File: src/design/agd_pkg.sv
// agd_pkg: widths, register codes, reset values and shared types of the
// audio glitch detector. Used by the interfaces, agd_channel and the top level.
// No dependencies.
package agd_pkg;

  localparam int SAMPLE_W    = 24;
  localparam int SUM_W       = 35;
  localparam int MAG_W       = 34;
  localparam int POS_W       = 11;
  localparam int TOTAL_W     = 32;
  localparam int CNT_W       = 11;
  localparam int LIMIT_W     = 23;
  localparam int ADC_W       = 2;
  localparam int CFG_INDEX_W = 3;
  localparam int CFG_DATA_W  = 24;
  localparam int NUM_SLOTS   = 8;

  localparam int MAX_FRAMES_DEF  = 1024;
  localparam int SKIP_FRAMES_DEF = 10;

  localparam logic [LIMIT_W-1:0]  STEP_MIN            = 23'd838860;
  localparam logic [LIMIT_W-1:0]  STEP_THRESHOLD_RST  = 23'd4194303;
  localparam logic [LIMIT_W-1:0]  DC_LIMIT_RST        = 23'd5872024;
  localparam logic [LIMIT_W-1:0]  OVERLOAD_LIMIT_RST  = 23'd7969176;
  localparam logic [SAMPLE_W-1:0] DROPOUT_LIMIT_RST   = 24'd419431;

  localparam logic [MAG_W-1:0]        MAG_MAX = '1;
  localparam logic signed [SUM_W-1:0] SUM_MAX = {1'b0, {(SUM_W-1){1'b1}}};
  localparam logic signed [SUM_W-1:0] SUM_MIN = {1'b1, {(SUM_W-1){1'b0}}};

  typedef enum logic [CFG_INDEX_W-1:0] {
    REG_ENABLE   = 3'd0,
    REG_STEP     = 3'd1,
    REG_DC       = 3'd2,
    REG_OVERLOAD = 3'd3,
    REG_DROPOUT  = 3'd4
  } cfg_reg_t;

  typedef enum logic [1:0] {
    KIND_STEP     = 2'd0,
    KIND_DC       = 2'd1,
    KIND_OVERLOAD = 2'd2,
    KIND_DROPOUT  = 2'd3
  } glitch_kind_t;

  // event slots of one frame, in delivery order
  typedef enum logic [2:0] {
    EV_STEP_L = 3'd0,
    EV_STEP_R = 3'd1,
    EV_DC_L   = 3'd2,
    EV_OVL_L  = 3'd3,
    EV_DRP_L  = 3'd4,
    EV_DC_R   = 3'd5,
    EV_OVL_R  = 3'd6,
    EV_DRP_R  = 3'd7
  } ev_slot_t;

  // per-channel statistics after the current frame
  typedef struct packed {
    logic                       disc;
    logic [SAMPLE_W-1:0]        step_mag;
    logic signed [SUM_W-1:0]    sum;
    logic [SAMPLE_W-1:0]        peak;
    logic [CNT_W-1:0]           count;
  } agd_chan_res_t;

endpackage

File: src/design/agd_if.sv
// agd_if: valid/ready channel interfaces of the audio glitch detector,
// one for stereo frames and one for glitch events. Depends on agd_pkg.
interface agd_frame_if import agd_pkg::*; ();
  logic                       valid;
  logic                       ready;
  logic signed [SAMPLE_W-1:0] left_sample;
  logic signed [SAMPLE_W-1:0] right_sample;
  logic [ADC_W-1:0]           adc_index;
  logic                       last_frame;

  modport source (output valid, left_sample, right_sample, adc_index, last_frame,
                  input ready);
  modport sink (input valid, left_sample, right_sample, adc_index, last_frame,
                output ready);
endinterface

interface agd_event_if import agd_pkg::*; ();
  logic               valid;
  logic               ready;
  logic [1:0]         glitch_kind;
  logic               channel;
  logic [ADC_W-1:0]   source_adc;
  logic [MAG_W-1:0]   magnitude;
  logic [POS_W-1:0]   frame_position;
  logic [TOTAL_W-1:0] glitch_total;
  logic               last_of_run;

  modport source (output valid, glitch_kind, channel, source_adc, magnitude,
                  frame_position, glitch_total, last_of_run,
                  input ready);
  modport sink (input valid, glitch_kind, channel, source_adc, magnitude,
                frame_position, glitch_total, last_of_run,
                output ready);
endinterface

File: src/design/audio_glitch_detector_top.sv
// audio_glitch_detector_top: glitch checker for buffers of stereo 24-bit
// frames. Depends on agd_pkg, agd_frame_if, agd_event_if and agd_channel.
//
// Usage
//   frame  : valid/ready sink of stereo frames; last_frame marks the end of
//            a buffer. With enable_flag low, frames are taken and dropped.
//   glitch : valid/ready source of events. A frame yields up to eight
//            events (left step, right step, then on the last frame left DC,
//            overload, dropout and right DC, overload, dropout);
//            last_of_run marks the final event of a frame.
//   cfg_*  : write-only register port; the user must see that it is written
//            only while the block is idle; the block itself does not enforce it.
// Path: frame register, event stage, output register. Throughput: one frame
//   per cycle while frames cause at most one event and glitch.ready is high;
//   a frame with more events holds the event stage until the output register,
//   which takes one event per cycle while glitch.ready is high, has sent them.
// Reset: clears registers to their defaults, all buffer statistics, the
//   frame index and the glitch total; nothing is in flight afterwards.
// Stall: a stalled glitch beat holds in the output register; the event
//   stage and then the frame register fill, after which frame.ready drops.
module audio_glitch_detector_top
  import agd_pkg::*;
#(
  parameter int MAX_FRAMES  = MAX_FRAMES_DEF,
  parameter int SKIP_FRAMES = SKIP_FRAMES_DEF
) (
  input  logic                   clk,
  input  logic                   rst,
  input  logic                   cfg_write,
  input  logic [CFG_INDEX_W-1:0] cfg_index,
  input  logic [CFG_DATA_W-1:0]  cfg_data,
  agd_frame_if.sink              frame,
  agd_event_if.source            glitch
);

  localparam int FW = $clog2(MAX_FRAMES + 1);
  localparam int PW = LIMIT_W + FW;
  localparam int CW = ((PW > SUM_W) ? PW : SUM_W) + 1;

  // configuration registers
  logic                enable_flag;
  logic [LIMIT_W-1:0]  step_threshold;
  logic [LIMIT_W-1:0]  dc_limit;
  logic [LIMIT_W-1:0]  overload_limit;
  logic [SAMPLE_W-1:0] dropout_limit;

  always_ff @(posedge clk) begin
    if (rst) begin
      enable_flag    <= 1'b0;
      step_threshold <= STEP_THRESHOLD_RST;
      dc_limit       <= DC_LIMIT_RST;
      overload_limit <= OVERLOAD_LIMIT_RST;
      dropout_limit  <= DROPOUT_LIMIT_RST;
    end else if (cfg_write) begin
      case (cfg_index)
        REG_ENABLE: begin
          enable_flag <= cfg_data[0];
        end
        REG_STEP: begin
          step_threshold <= (cfg_data[LIMIT_W-1:0] < STEP_MIN) ? STEP_MIN
                                                               : cfg_data[LIMIT_W-1:0];
        end
        REG_DC: begin
          dc_limit <= cfg_data[LIMIT_W-1:0];
        end
        REG_OVERLOAD: begin
          overload_limit <= cfg_data[LIMIT_W-1:0];
        end
        REG_DROPOUT: begin
          dropout_limit <= cfg_data;
        end
        default: begin
        end
      endcase
    end
  end

  // handshake between stages
  logic s1_valid;
  logic s2_valid;
  logic o_valid;
  logic out_free;
  logic out_load;
  logic s2_done;
  logic s2_free;
  logic s1_fire;
  logic frame_take;

  logic [NUM_SLOTS-1:0] flags;
  logic [NUM_SLOTS-1:0] sent;
  logic [NUM_SLOTS-1:0] pending;
  logic [NUM_SLOTS-1:0] pick;
  logic                 pick_any;
  logic                 pick_last;
  ev_slot_t             pick_idx;

  assign out_free   = !o_valid || glitch.ready;
  assign pending    = s2_valid ? (flags & ~sent) : '0;
  assign pick       = pending & (~pending + 1'b1);
  assign pick_any   = |pending;
  assign pick_last  = (pending & ~pick) == '0;
  assign out_load   = pick_any && out_free;
  assign s2_done    = s2_valid && (!pick_any || (out_load && pick_last));
  assign s2_free    = !s2_valid || s2_done;
  assign s1_fire    = s1_valid && s2_free;
  assign frame.ready = !s1_valid || s2_free;
  assign frame_take = frame.valid && frame.ready && enable_flag;

  // frame register
  logic signed [SAMPLE_W-1:0] s1_left;
  logic signed [SAMPLE_W-1:0] s1_right;
  logic [ADC_W-1:0]           s1_adc;
  logic                       s1_last;

  always_ff @(posedge clk) begin
    if (rst) begin
      s1_valid <= 1'b0;
    end else if (frame.ready) begin
      s1_valid <= frame_take;
    end
  end

  always_ff @(posedge clk) begin
    if (frame_take) begin
      s1_left  <= frame.left_sample;
      s1_right <= frame.right_sample;
      s1_adc   <= frame.adc_index;
      s1_last  <= frame.last_frame;
    end
  end

  // frame index and buffer statistics
  logic [FW-1:0]  frame_index;
  logic [FW-1:0]  n;
  logic [PW-1:0]  prod;
  agd_chan_res_t  chan_res [2];

  assign n    = (frame_index == FW'(MAX_FRAMES)) ? frame_index : frame_index + 1'b1;
  assign prod = PW'(dc_limit) * PW'(n);

  always_ff @(posedge clk) begin
    if (rst) begin
      frame_index <= '0;
    end else if (s1_fire) begin
      frame_index <= s1_last ? '0 : n;
    end
  end

  agd_channel #(
    .FW          (FW),
    .SKIP_FRAMES (SKIP_FRAMES)
  ) u_left (
    .clk            (clk),
    .rst            (rst),
    .sample         (s1_left),
    .frame_index    (frame_index),
    .update         (s1_fire),
    .clear          (s1_last),
    .step_threshold (step_threshold),
    .dropout_limit  (dropout_limit),
    .res            (chan_res[0])
  );

  agd_channel #(
    .FW          (FW),
    .SKIP_FRAMES (SKIP_FRAMES)
  ) u_right (
    .clk            (clk),
    .rst            (rst),
    .sample         (s1_right),
    .frame_index    (frame_index),
    .update         (s1_fire),
    .clear          (s1_last),
    .step_threshold (step_threshold),
    .dropout_limit  (dropout_limit),
    .res            (chan_res[1])
  );

  // event stage
  agd_chan_res_t    s2_chan [2];
  logic [FW-1:0]    s2_pos;
  logic [FW-1:0]    s2_n;
  logic [PW-1:0]    s2_prod;
  logic [ADC_W-1:0] s2_adc;
  logic             s2_last;

  always_ff @(posedge clk) begin
    if (rst) begin
      s2_valid <= 1'b0;
      sent     <= '0;
    end else begin
      if (s2_free) begin
        s2_valid <= s1_fire;
      end
      if (s1_fire) begin
        sent <= '0;
      end else if (out_load) begin
        sent <= sent | pick;
      end
    end
  end

  always_ff @(posedge clk) begin
    if (s1_fire) begin
      s2_chan[0] <= chan_res[0];
      s2_chan[1] <= chan_res[1];
      s2_pos     <= frame_index;
      s2_n       <= n;
      s2_prod    <= prod;
      s2_adc     <= s1_adc;
      s2_last    <= s1_last;
    end
  end

  logic [CW-1:0]          prod_ext;
  logic signed [CW-1:0]   sum_plus [2];
  logic [SUM_W-1:0]       abs_sum [2];
  logic [MAG_W-1:0]       mag_dc [2];
  logic                   dc_flag [2];
  logic                   ovl_flag [2];
  logic                   drp_flag [2];

  assign prod_ext = CW'(s2_prod);

  always_comb begin
    for (int c = 0; c < 2; c++) begin
      // |sum| > dc_limit * n, with |sum| clamped to the magnitude range
      sum_plus[c] = CW'($signed(s2_chan[c].sum)) + $signed(prod_ext);
      if (s2_chan[c].sum[SUM_W-1]) begin
        dc_flag[c] = sum_plus[c][CW-1] && (prod_ext < CW'(MAG_MAX));
      end else begin
        dc_flag[c] = CW'(s2_chan[c].sum[MAG_W-1:0]) > prod_ext;
      end
      abs_sum[c]  = s2_chan[c].sum[SUM_W-1] ? (~s2_chan[c].sum + 1'b1) : s2_chan[c].sum;
      mag_dc[c]   = abs_sum[c][SUM_W-1] ? MAG_MAX : abs_sum[c][MAG_W-1:0];
      ovl_flag[c] = s2_chan[c].peak > {1'b0, overload_limit};
      drp_flag[c] = 32'(s2_chan[c].count) > 32'(s2_n >> 1);
    end

    flags            = '0;
    flags[EV_STEP_L] = s2_chan[0].disc;
    flags[EV_STEP_R] = s2_chan[1].disc;
    flags[EV_DC_L]   = s2_last && dc_flag[0];
    flags[EV_OVL_L]  = s2_last && ovl_flag[0];
    flags[EV_DRP_L]  = s2_last && drp_flag[0];
    flags[EV_DC_R]   = s2_last && dc_flag[1];
    flags[EV_OVL_R]  = s2_last && ovl_flag[1];
    flags[EV_DRP_R]  = s2_last && drp_flag[1];
  end

  always_comb begin
    pick_idx = EV_STEP_L;
    for (int k = NUM_SLOTS - 1; k >= 0; k--) begin
      if (pending[k]) begin
        pick_idx = ev_slot_t'(k);
      end
    end
  end

  glitch_kind_t     ev_kind;
  logic             ev_chan;
  logic [MAG_W-1:0] ev_mag;
  logic [POS_W-1:0] ev_pos;

  always_comb begin
    ev_pos = POS_W'(s2_n);
    case (pick_idx)
      EV_STEP_L: begin
        ev_kind = KIND_STEP;
        ev_chan = 1'b0;
        ev_mag  = MAG_W'(s2_chan[0].step_mag);
        ev_pos  = POS_W'(s2_pos);
      end
      EV_STEP_R: begin
        ev_kind = KIND_STEP;
        ev_chan = 1'b1;
        ev_mag  = MAG_W'(s2_chan[1].step_mag);
        ev_pos  = POS_W'(s2_pos);
      end
      EV_DC_L: begin
        ev_kind = KIND_DC;
        ev_chan = 1'b0;
        ev_mag  = mag_dc[0];
      end
      EV_OVL_L: begin
        ev_kind = KIND_OVERLOAD;
        ev_chan = 1'b0;
        ev_mag  = MAG_W'(s2_chan[0].peak);
      end
      EV_DRP_L: begin
        ev_kind = KIND_DROPOUT;
        ev_chan = 1'b0;
        ev_mag  = MAG_W'(s2_chan[0].count);
      end
      EV_DC_R: begin
        ev_kind = KIND_DC;
        ev_chan = 1'b1;
        ev_mag  = mag_dc[1];
      end
      EV_OVL_R: begin
        ev_kind = KIND_OVERLOAD;
        ev_chan = 1'b1;
        ev_mag  = MAG_W'(s2_chan[1].peak);
      end
      EV_DRP_R: begin
        ev_kind = KIND_DROPOUT;
        ev_chan = 1'b1;
        ev_mag  = MAG_W'(s2_chan[1].count);
      end
      default: begin
        ev_kind = KIND_STEP;
        ev_chan = 1'b0;
        ev_mag  = '0;
      end
    endcase
  end

  // output register and glitch total
  logic [TOTAL_W-1:0] total;
  glitch_kind_t       o_kind;
  logic               o_chan;
  logic [ADC_W-1:0]   o_adc;
  logic [MAG_W-1:0]   o_mag;
  logic [POS_W-1:0]   o_pos;
  logic [TOTAL_W-1:0] o_total;
  logic               o_last;

  always_ff @(posedge clk) begin
    if (rst) begin
      o_valid <= 1'b0;
      total   <= '0;
    end else if (out_load) begin
      o_valid <= 1'b1;
      total   <= total + 1'b1;
    end else if (glitch.ready) begin
      o_valid <= 1'b0;
    end
  end

  always_ff @(posedge clk) begin
    if (out_load) begin
      o_kind  <= ev_kind;
      o_chan  <= ev_chan;
      o_adc   <= s2_adc;
      o_mag   <= ev_mag;
      o_pos   <= ev_pos;
      o_total <= total + 1'b1;
      o_last  <= pick_last;
    end
  end

  assign glitch.valid          = o_valid;
  assign glitch.glitch_kind    = o_kind;
  assign glitch.channel        = o_chan;
  assign glitch.source_adc     = o_adc;
  assign glitch.magnitude      = o_mag;
  assign glitch.frame_position = o_pos;
  assign glitch.glitch_total   = o_total;
  assign glitch.last_of_run    = o_last;

  // each loaded event bumps the total by exactly one
  a_total_step: assert property (@(posedge clk) disable iff (rst)
    out_load |=> total == $past(total) + 1'b1)
    else $error("glitch total did not advance with an event");

  // only events that were raised can have been sent
  a_sent_subset: assert property (@(posedge clk) disable iff (rst)
    s2_valid |-> (sent & ~flags) == '0)
    else $error("sent mask holds an event that was never raised");

  a_index_bound: assert property (@(posedge clk) disable iff (rst)
    frame_index <= FW'(MAX_FRAMES))
    else $error("frame index beyond its limit");

  // the end of a buffer restarts the frame count
  a_buffer_end: assert property (@(posedge clk) disable iff (rst)
    (s1_fire && s1_last) |=> frame_index == '0)
    else $error("frame index not cleared at end of buffer");

endmodule

File: src/design/agd_channel.sv
// agd_channel: per-channel buffer statistics (previous sample, running sum,
// peak, near-zero count) and the step check for one frame. Depends on agd_pkg.
module agd_channel
  import agd_pkg::*;
#(
  parameter int FW          = 11,
  parameter int SKIP_FRAMES = SKIP_FRAMES_DEF
) (
  input  logic                       clk,
  input  logic                       rst,
  input  logic signed [SAMPLE_W-1:0] sample,
  input  logic [FW-1:0]              frame_index,
  input  logic                       update,
  input  logic                       clear,
  input  logic [LIMIT_W-1:0]         step_threshold,
  input  logic [SAMPLE_W-1:0]        dropout_limit,
  output agd_chan_res_t              res
);

  localparam int SX  = SAMPLE_W + 1;
  localparam int SW1 = SUM_W + 1;

  logic signed [SAMPLE_W-1:0] prev;
  logic signed [SUM_W-1:0]    sum;
  logic [SAMPLE_W-1:0]        peak;
  logic [CNT_W-1:0]           count;

  logic signed [SX-1:0]    v_ext;
  logic signed [SX-1:0]    abs_wide;
  logic signed [SX-1:0]    diff;
  logic signed [SX-1:0]    abs_diff;
  logic [SAMPLE_W-1:0]     mag;
  logic signed [SW1-1:0]   sum_wide;
  logic signed [SUM_W-1:0] sum_next;
  logic [SAMPLE_W-1:0]     peak_next;
  logic [CNT_W-1:0]        count_next;
  logic                    near_zero;

  always_comb begin
    v_ext    = SX'(sample);
    abs_wide = v_ext[SAMPLE_W] ? -v_ext : v_ext;
    mag      = abs_wide[SAMPLE_W-1:0];
    diff     = SX'(sample) - SX'(prev);
    abs_diff = diff[SAMPLE_W] ? -diff : diff;

    peak_next = (mag > peak) ? mag : peak;

    // saturate the running sum to its 35-bit range
    sum_wide = SW1'(sum) + SW1'(sample);
    if (sum_wide[SUM_W] != sum_wide[SUM_W-1]) begin
      sum_next = sum_wide[SUM_W] ? SUM_MIN : SUM_MAX;
    end else begin
      sum_next = sum_wide[SUM_W-1:0];
    end

    near_zero = (mag < dropout_limit) && (32'(frame_index) > 32'(SKIP_FRAMES)) &&
                (count != '1);
    count_next = near_zero ? count + 1'b1 : count;

    res.disc     = (frame_index != '0) &&
                   (abs_diff[SAMPLE_W-1:0] > {1'b0, step_threshold});
    res.step_mag = abs_diff[SAMPLE_W-1:0];
    res.sum      = sum_next;
    res.peak     = peak_next;
    res.count    = count_next;
  end

  always_ff @(posedge clk) begin
    if (rst) begin
      prev  <= '0;
      sum   <= '0;
      peak  <= '0;
      count <= '0;
    end else if (update) begin
      if (clear) begin
        prev  <= '0;
        sum   <= '0;
        peak  <= '0;
        count <= '0;
      end else begin
        prev  <= sample;
        sum   <= sum_next;
        peak  <= peak_next;
        count <= count_next;
      end
    end
  end

endmodule

File: src/flat_wrapper.sv
// flat-port wrapper written by rule: the top's interface ports become plain ports
module audio_glitch_detector_top_flat import agd_pkg::*;
#(
  parameter int MAX_FRAMES  = MAX_FRAMES_DEF,
  parameter int SKIP_FRAMES = SKIP_FRAMES_DEF
)
  (clk, rst, cfg_write, cfg_index, cfg_data, frame_valid, frame_left_sample, frame_right_sample, frame_adc_index, frame_last_frame, frame_ready, glitch_valid, glitch_glitch_kind, glitch_channel, glitch_source_adc, glitch_magnitude, glitch_frame_position, glitch_glitch_total, glitch_last_of_run, glitch_ready);
  agd_frame_if frame_i ();
  agd_event_if glitch_i ();
  input  logic clk;
  input  logic rst;
  input  logic cfg_write;
  input  logic [CFG_INDEX_W-1:0] cfg_index;
  input  logic [CFG_DATA_W-1:0] cfg_data;
  input wire logic [$bits(frame_i.valid)-1:0] frame_valid;
  input wire logic [$bits(frame_i.left_sample)-1:0] frame_left_sample;
  input wire logic [$bits(frame_i.right_sample)-1:0] frame_right_sample;
  input wire logic [$bits(frame_i.adc_index)-1:0] frame_adc_index;
  input wire logic [$bits(frame_i.last_frame)-1:0] frame_last_frame;
  output wire logic [$bits(frame_i.ready)-1:0] frame_ready;
  output wire logic [$bits(glitch_i.valid)-1:0] glitch_valid;
  output wire logic [$bits(glitch_i.glitch_kind)-1:0] glitch_glitch_kind;
  output wire logic [$bits(glitch_i.channel)-1:0] glitch_channel;
  output wire logic [$bits(glitch_i.source_adc)-1:0] glitch_source_adc;
  output wire logic [$bits(glitch_i.magnitude)-1:0] glitch_magnitude;
  output wire logic [$bits(glitch_i.frame_position)-1:0] glitch_frame_position;
  output wire logic [$bits(glitch_i.glitch_total)-1:0] glitch_glitch_total;
  output wire logic [$bits(glitch_i.last_of_run)-1:0] glitch_last_of_run;
  input wire logic [$bits(glitch_i.ready)-1:0] glitch_ready;
  assign frame_i.valid = frame_valid;
  assign frame_i.left_sample = frame_left_sample;
  assign frame_i.right_sample = frame_right_sample;
  assign frame_i.adc_index = frame_adc_index;
  assign frame_i.last_frame = frame_last_frame;
  assign frame_ready = frame_i.ready;
  assign glitch_valid = glitch_i.valid;
  assign glitch_glitch_kind = glitch_i.glitch_kind;
  assign glitch_channel = glitch_i.channel;
  assign glitch_source_adc = glitch_i.source_adc;
  assign glitch_magnitude = glitch_i.magnitude;
  assign glitch_frame_position = glitch_i.frame_position;
  assign glitch_glitch_total = glitch_i.glitch_total;
  assign glitch_last_of_run = glitch_i.last_of_run;
  assign glitch_i.ready = glitch_ready;
  audio_glitch_detector_top #(.MAX_FRAMES(MAX_FRAMES), .SKIP_FRAMES(SKIP_FRAMES)) u_core (.clk(clk), .rst(rst), .cfg_write(cfg_write), .cfg_index(cfg_index), .cfg_data(cfg_data), .frame(frame_i), .glitch(glitch_i));
endmodule
File: config.mk
export PLATFORM = sky130hd
export DESIGN_NAME = audio_glitch_detector_top_flat
export DESIGN_NICKNAME = d
export VERILOG_FILES = /design/src/design/agd_pkg.sv /design/src/design/agd_if.sv /design/src/design/audio_glitch_detector_top.sv /design/src/design/agd_channel.sv /design/src/flat_wrapper.sv
export SDC_FILE = /design/constraint.sdc
export NUM_CORES = 2
export LEC_CHECK = 0
export ABC_AREA = 1
export ABC_CLOCK_PERIOD_IN_PS = 7900
export BUFFER_PORTS_ARGS = -buffer_cell sky130_fd_sc_hd__buf_2
export CAP_MARGIN = 20
export CORE_MARGIN = 5
export CORE_UTILIZATION = 40
export DETAILED_ROUTE_END_ITERATION = 10
export PLACE_DENSITY_LB_ADDON = 0.3
export SETUP_SLACK_MARGIN = 0.4
export SLEW_MARGIN = 10
export SYNTH_ARGS = -nofsm -noshare
export SYNTH_HDL_FRONTEND = slang
export SYNTH_SLANG_ARGS = --single-unit
File: constraint.sdc
create_clock -name clk -period 7.9 [get_ports clk]
set_input_delay 1.58 -clock clk [delete_from_list [all_inputs] [get_ports clk]]
set_output_delay 1.58 -clock clk [all_outputs]
set_load 0.02 [all_outputs]
======== After elaboration in Yosys (flattened, before gate mapping) ========
Memory sizes are Yosys's and may differ from the RTL's.
Cells that the tools add are included.
storage, ports and cells
  word-level logic and storage cells ...... 186
  input port bits ......................... 83
  RAM bits ................................ 190
  register bits after elaboration ......... 529
  memories kept ........................... 1
  output and inout bits ................... 85
cells by class
  equality and inequality tests ........... 16
  $add $sub $neg .......................... 17
  multiplexer cells ....................... 46
  magnitude comparators ................... 15
  bitwise gates (word level) .............. 9
  multiply operators ...................... 1
  reductions and logical operators ........ 46
memories
  memory          words  width  read ports  clocked after Yosys merged registers in  write ports  RTL line                          RTL
  u_core.s2_chan  2      95     2           0                                        2            audio_glitch_detector_top.sv:180  agd_chan_res_t s2_chan [2];
operator list
  kind                                                                    count
  35-bit 2-to-1 mux                                                       8
  34-bit one-hot mux with 8 select lines                                  1
  24-bit 2-to-1 mux                                                       10
  24-bit by 23-bit greater-than comparator with 1-bit output              4
  24-bit negation                                                         4
  11-bit 2-to-1 mux                                                       7
  35-bit by 24-bit adder with 36-bit output                               2
  35-bit by 35-bit adder with 36-bit output                               2
  35-bit by 1-bit adder with 35-bit output, second input constant         2
  35-bit inverter                                                         2
  34-bit greater-than comparator                                          2
  34-bit 2-to-1 mux                                                       2
  24-bit by 24-bit subtractor with 25-bit output                          2
  24-bit greater-than comparator                                          2
  24-bit < comparator                                                     2
  34-bit < comparator, second input constant                              1
  23-bit by 11-bit multiplier with 34-bit output                          1
  11-bit by 1-bit adder with 11-bit output, second input constant         3
  32-bit by 1-bit adder with 32-bit output, second input constant         1
  8-bit bitwise AND                                                       3
  3-bit 2-to-1 mux                                                        8
  8-bit inverter                                                          3
  23-bit by 20-bit < comparator with 1-bit output, second input constant  1
  23-bit 2-to-1 mux                                                       1
  other kinds (25)                                                        76

======== Logic depth before layout (Yosys ltp) ========
An unclocked memory read counts as a cell.
  depth after elaboration ................. 20
  gate-level depth with buffers ........... 35
  mapped depth without buffers ............ 35

======== Modules after synthesis ========
A second synthesis with hierarchy kept.
second synthesis, totals
  cells, all modules ...................... 7623
  area total of the unflattened synthesis .. 57053.5 µm²
modules (own cells, without submodules)
  module                         area an instance (µm²)  times used  cells each  seq. area each (µm²)
  audio_glitch_detector_top      34194.0                 1           3716        14463.9
  agd_channel at u_core.u_right  11544.8                 1           1970        1881.8
  agd_channel at u_core.u_left   11314.6                 1           1937        1881.8

======== Worst setup path before layout ========
No wires, ideal clock.
  kind .................................... register to register
  from .................................... register u_core.frame_index[0]
  to ...................................... register u_core.s2_prod[29], data pin
  data required time ...................... 7.638 ns
  setup slack ............................. 1.574 ns
  path buffers ............................ 1
  cell stages (with the launch flop) ...... 24
  setup time .............................. 0.262 ns
  arrival ................................. 6.064 ns
  clock period less this slack ............ 6.326 ns
  cell sequence ........................... dfxtp_1 > ha_1 > nand2_1 > nor3_1 > nand3_1 > nand2_1 > clkbuf_1 > nor2_1 > fa_1 > fa_1 > fa_1 > fa_1 > inv_1 > fa_1 > inv_1 > ha_1 > a21oi_1 > a21boi_0 > o21ai_1 > a21boi_0 > o21ai_1 > a21oi_1 > o21ai_1 > xor2_1
on the way
  cells in the longest elaborated chain, start to end .. 3
  elaborated cells on any way between the ends .. 4
  classes of those cells .................. add/sub: 1; mul: 1; eq/ne: 1; mux: 1
ends and longest elaborated chain
  element                                                                                  RTL line                          RTL
  from (decl)                                                                              audio_glitch_detector_top.sv:133  logic [FW-1:0] frame_index;
  from (signal assigned)                                                                   audio_glitch_detector_top.sv:145  frame_index <= s1_last ? '0 : n;
  11-bit by 1-bit adder with 11-bit output / 11-bit equality test (equally long branches)  audio_glitch_detector_top.sv:138  assign n = (frame_index == FW'(MAX_FRAMES)) ? frame_index : frame_index + 1'b1;
  11-bit 2-to-1 mux (*)                                                                    audio_glitch_detector_top.sv:138
  23-bit by 11-bit multiplier with 34-bit output (*)                                       audio_glitch_detector_top.sv:139  assign prod = PW'(dc_limit) * PW'(n);
  via u_core.prod[29]                                                                      audio_glitch_detector_top.sv:135  logic [PW-1:0] prod;
  to (signal assigned)                                                                     audio_glitch_detector_top.sv:209  s2_prod <= prod;
  to (decl)                                                                                audio_glitch_detector_top.sv:183  logic [PW-1:0] s2_prod;
The timed path passes the listed nets; every way through them passes the cells marked *.
A chain may end at the register's enable or synchronous reset.

======== Worst setup path after layout ========
  from .................................... register u_core.frame_index[0]
  to ...................................... register u_core.s2_prod[29], data pin
on the way
  cells in the longest elaborated chain, start to end .. 3
  elaborated cells on any way between the ends .. 4
  classes of those cells .................. add/sub: 1; mul: 1; eq/ne: 1; mux: 1
ends and longest elaborated chain
  element                                                                                  RTL line                          RTL
  11-bit by 1-bit adder with 11-bit output / 11-bit equality test (equally long branches)  audio_glitch_detector_top.sv:138
  11-bit 2-to-1 mux (*)                                                                    audio_glitch_detector_top.sv:138
  via u_core.n[9]                                                                          audio_glitch_detector_top.sv:134  logic [FW-1:0] n;
  23-bit by 11-bit multiplier with 34-bit output (*)                                       audio_glitch_detector_top.sv:139
  via u_core.prod[29]                                                                      audio_glitch_detector_top.sv:135
Marked as above.

==> summary.txt <==
Finish
  • Layout cells sized above 1: 5.78%
  • Final nets: 8117
  • Fill count: 14200
  • P&R area growth vs syn: 10.0%

Yosys
  • Async SR Flop Fraction: 0%
  • Area leader, netlist: edfxtp_1
  • YS warnings: 0
  • Post-Syn Instances: about 7200
  • Distinct cells, synth: 62
  • Post-Syn Area per Cell: 7.72 um^2
  • Top-area cell type share of the netlist area: between 20 and 25%
  • Register area share after synthesis: 32.6%
  • EDFF count, synth: between 300 and 400
  • Post-synthesis net count: 8055
  • Most used DFF post-synth: edfxtp_1
  • Mapped cell area: 0.0558 mm^2
  • Synthesized flop and latch total: roughly 720
  • Synth area leaders: edfxtp_1 21%, ha_1 12%, dfxtp_1 12%, nand2_1 9.3%, inv_1 7.2%
  • Most common cell in the netlist: nand2_1
  • Commonest cells post-synth: 1376 x nand2_1, 1078 x inv_1, 767 x nor2_1

Detailed routing
  • DR pass1 iterations: 6
  • Drt drc: 0
  • Post-route ant nets: 0
  • Vias per Instance: 5.47
  • WL per Instance: between 20 and 25 um
  • Routed WL: 200 mm
  • Via count: 50600
  • Initial DRC Count: roughly 5500

Power and ir drop
  • Peak VDD IR: 0.164 mV
  • Leakage: 28.3 nW
  • PD cells: ~170 mW/mm^2
  • Post-route total power: 10.5 mW

Floorplan
  • Starting Density: 40.1%
  • Die ar.: 0.147 mm^2
  • Core Box Area: 0.139 mm^2
  • # rows: 137
  • Die Y: 384 um
  • Num ports: 168
  • Die Span X: 384 um

GRT
  • Gr usage total: 26.5%
  • Largest net degree at the start of global routing: ~190
  • Global-route wire length before repair: 298 mm
  • Vias in the first global route: about 47000
  • Grt total ovfl: 0
  • Antenna violations before repair: 10

Worst setup path
  • Worst Path Required: around 8300 ps
  • CP Class: reg -> reg
  • Critical Path Start Type: flip-flop
  • R2R Setup Slk: 970 ps
  • CP max stage cell: fa_1
  • Slowest stage delay, CP: 560 ps
  • Crit path capture type: flip-flop
  • RR Startpoint: u_core.frame_index[0]
  • Reg-to-reg critical path endpoint: u_core.s2_prod[29]
  • Worst r2r path cells: 27
  • Critical path data arrival time: 7350 ps
  • Critical Path Fanout Max: 8

STA
  • Final setup vio count: 0
  • Final period utilization: between 80% and 90%
  • Hold_ws: 423 ps
  • Max Clock Skew: 46.3 ps
  • Fin worst setup slack: 965 ps
  • Slew Limit Fails: 0
  • Tmin final: about 7000 ps
  • Worst-margin pin slew: 1170 ps
  • Unrepaired setup endpoints after global routing: no
  • Fmax: ~140 MHz
  • Final Hold Fails: 0
  • Slew HR: between 20 and 25%
  • Setup TNS: 0 ps

CTS
  • Clk Latency, worst-skew pair: approximately 720 ps
  • CTS tree: yes
  • CTS clk-pin slew, worst paths: 60 ps
  • Clock sink total: 719
  • TritonCTS Buffers: just under 90
  • Clock Path Buffers: 3
  • H-tree levels: 3
  • Postcts setup bufs: 0
  • # hold bufs at CTS: 0
  • Root buffer cell: clkbuf_16

Placement
  • DP HPWL: 157 mm
  • IO buf count: around 170
  • Gpl congestion: 0.972
  • Pre-CTS WS: 846 ps

Hold path
  • Worst Hold End: u_core.s2_adc[0]
  • Hold Path Depth: 0
  • HP Class: reg -> reg
  • Hold_sp: u_core.s1_adc[0]

Status
  • Outcome: finished clean

Flow run
  • Max_cap viols: 0
==> per-stage QoR <==
step | instance area (um^2) | util, % | std cells
after floorplan | 55800 | - | 7236
after global placement | 58400 | 42.0 | 9084
after detailed placement | 58500 | 42.0 | 9085
after CTS | 61400 | 44.1 | 9249
after global routing | 61400 | 44.1 | 9250
final | 61400 | 44.1 | 9251
==> layout by cell type, fill, tap and decap left out, types with 27 or more instances in the layout <==
| master | Yosys | layout |
|---|---|---|
| nand4_1 | 191 | 191 |
| a21oi_1 | 528 | 528 |
| nor3_1 | 67 | 63 |
| dfxtp_1 | 336 | 335 |
| nor2_1 | 767 | 762 |
| clkbuf_16 | 0 | 87 |
| o21a_1 | 40 | 40 |
| nor4_1 | 34 | 33 |
| a211oi_1 | 29 | 29 |
| inv_1 | 1078 | 1076 |
| o211ai_1 | 42 | 42 |
| o21ai_0 | 428 | 428 |
| buf_4 | 9 | 48 |
| nand3_1 | 415 | 415 |
| o21bai_1 | 27 | 27 |
| nand2_1 | 1376 | 1376 |
| ha_1 | 544 | 544 |
| xor2_1 | 225 | 225 |
| xnor2_1 | 78 | 78 |
| fa_1 | 192 | 192 |
| buf_2 | 35 | 166 |
| edfxtp_1 | 383 | 383 |
==> metal layers <==
| layer | GRT usage, % | wire (um) |
|---|---|---|
| met1 | 38.1 | 88700 |
| met2 | 40.1 | 85100 |
| met3 | 4.73 | 18200 |
| met4 | 9.30 | 8240 |
| met5 | 0 | 0 |
==> worst max-delay path by stage <==
stage	end	depth (start not counted)	slack, ps	startpoint
after detailed placement	u_core.s2_prod[29]	25	850	u_core.frame_index[0]
after CTS	u_core.s2_prod[29]	25	810	u_core.frame_index[0]
after floorplan	u_core.s2_prod[29]	23	1570	u_core.frame_index[0]
after global routing	u_core.s2_prod[29]	26	470	u_core.frame_index[0]
after global placement	u_core.s2_prod[29]	25	910	u_core.frame_index[0]
final	u_core.s2_prod[29]	27	970	u_core.frame_index[0]
==> worst max-delay path: cells and delay by family (launching register included) <==
| kind | cells | cell delay [ps] |
|---|---|---|
| adders and majority gates | 6 | 3000 |
| AOI/OAI and AO/OA | 9 | 1630 |
| and+or+nand+nor | 5 | 940 |
| buffers and inverters | 6 | 510 |
| DFF | 1 | 400 |
| xor gates and xnor gates | 1 | 160 |
==> flip-flops by register name (all words and copies together), names as in the netlist, 11 cells and up <==
signal                        cells
u_core.s2_chan                  190
u_core.s1_right                  24
u_core.s2_prod                   34
u_core.glitch.glitch_total       32
u_core.dropout_limit             24
u_core.u_left.peak               24
u_core.u_left.sum                35
u_core.glitch.frame_position     11
u_core.overload_limit            23
u_core.frame_index               11
u_core.glitch.magnitude          34
u_core.u_right.sum               35
u_core.s2_n                      11
u_core.u_left.prev               24
u_core.s1_left                   24
u_core.u_right.peak              24
u_core.dc_limit                  23
u_core.step_threshold            23
u_core.u_left.count              11
u_core.u_right.count             11
u_core.total                     32
u_core.s2_pos                    11
u_core.u_right.prev              24
==> cells by family (layout without fill, tap and decap cells) <==
group	after synthesis	after routing	share of synthesized area, %
AND/OR/NAND/NOR	2916	2916	22.2
adder cells (fa/ha/maj)	736	736	19.1
AO/OA/AOI/OAI	1216	1216	12.0
multiplexers	5	5	0.0941
other	0	2	0
XOR/XNOR	303	303	4.75
buffers and inverters	1341	1478	9.25
flip-flops	719	719	32.6
==> where the power goes <==
part,switching (mW),internal (mW)
clock,1.78,2.39
combinational,1.39,0.432
sequential,0.179,4.29
total,3.35,7.11
==> area by class of cell <==
class | instances | area, um^2 | share of cell area [%]
antenna | 2 | 5.00 | 0.00815
clock buffer | 103 | 2310 | 3.76
sequential | 719 | 18200 | 29.7
clock inverter | 61 | 659 | 1.07
timing repair buffer | 218 | 1270 | 2.06
inverter | 1096 | 4130 | 6.73
tap | 1876 | 2350 | 3.82
multi-input combinational | 5176 | 32500 | 52.9
==> timing repair <==
action,CTS,global route
endpoints found under the setup margin,0,1
resized for setup,0,4
endpoints found under the hold margin,0,0
Power figures use the tool's default switching activity.
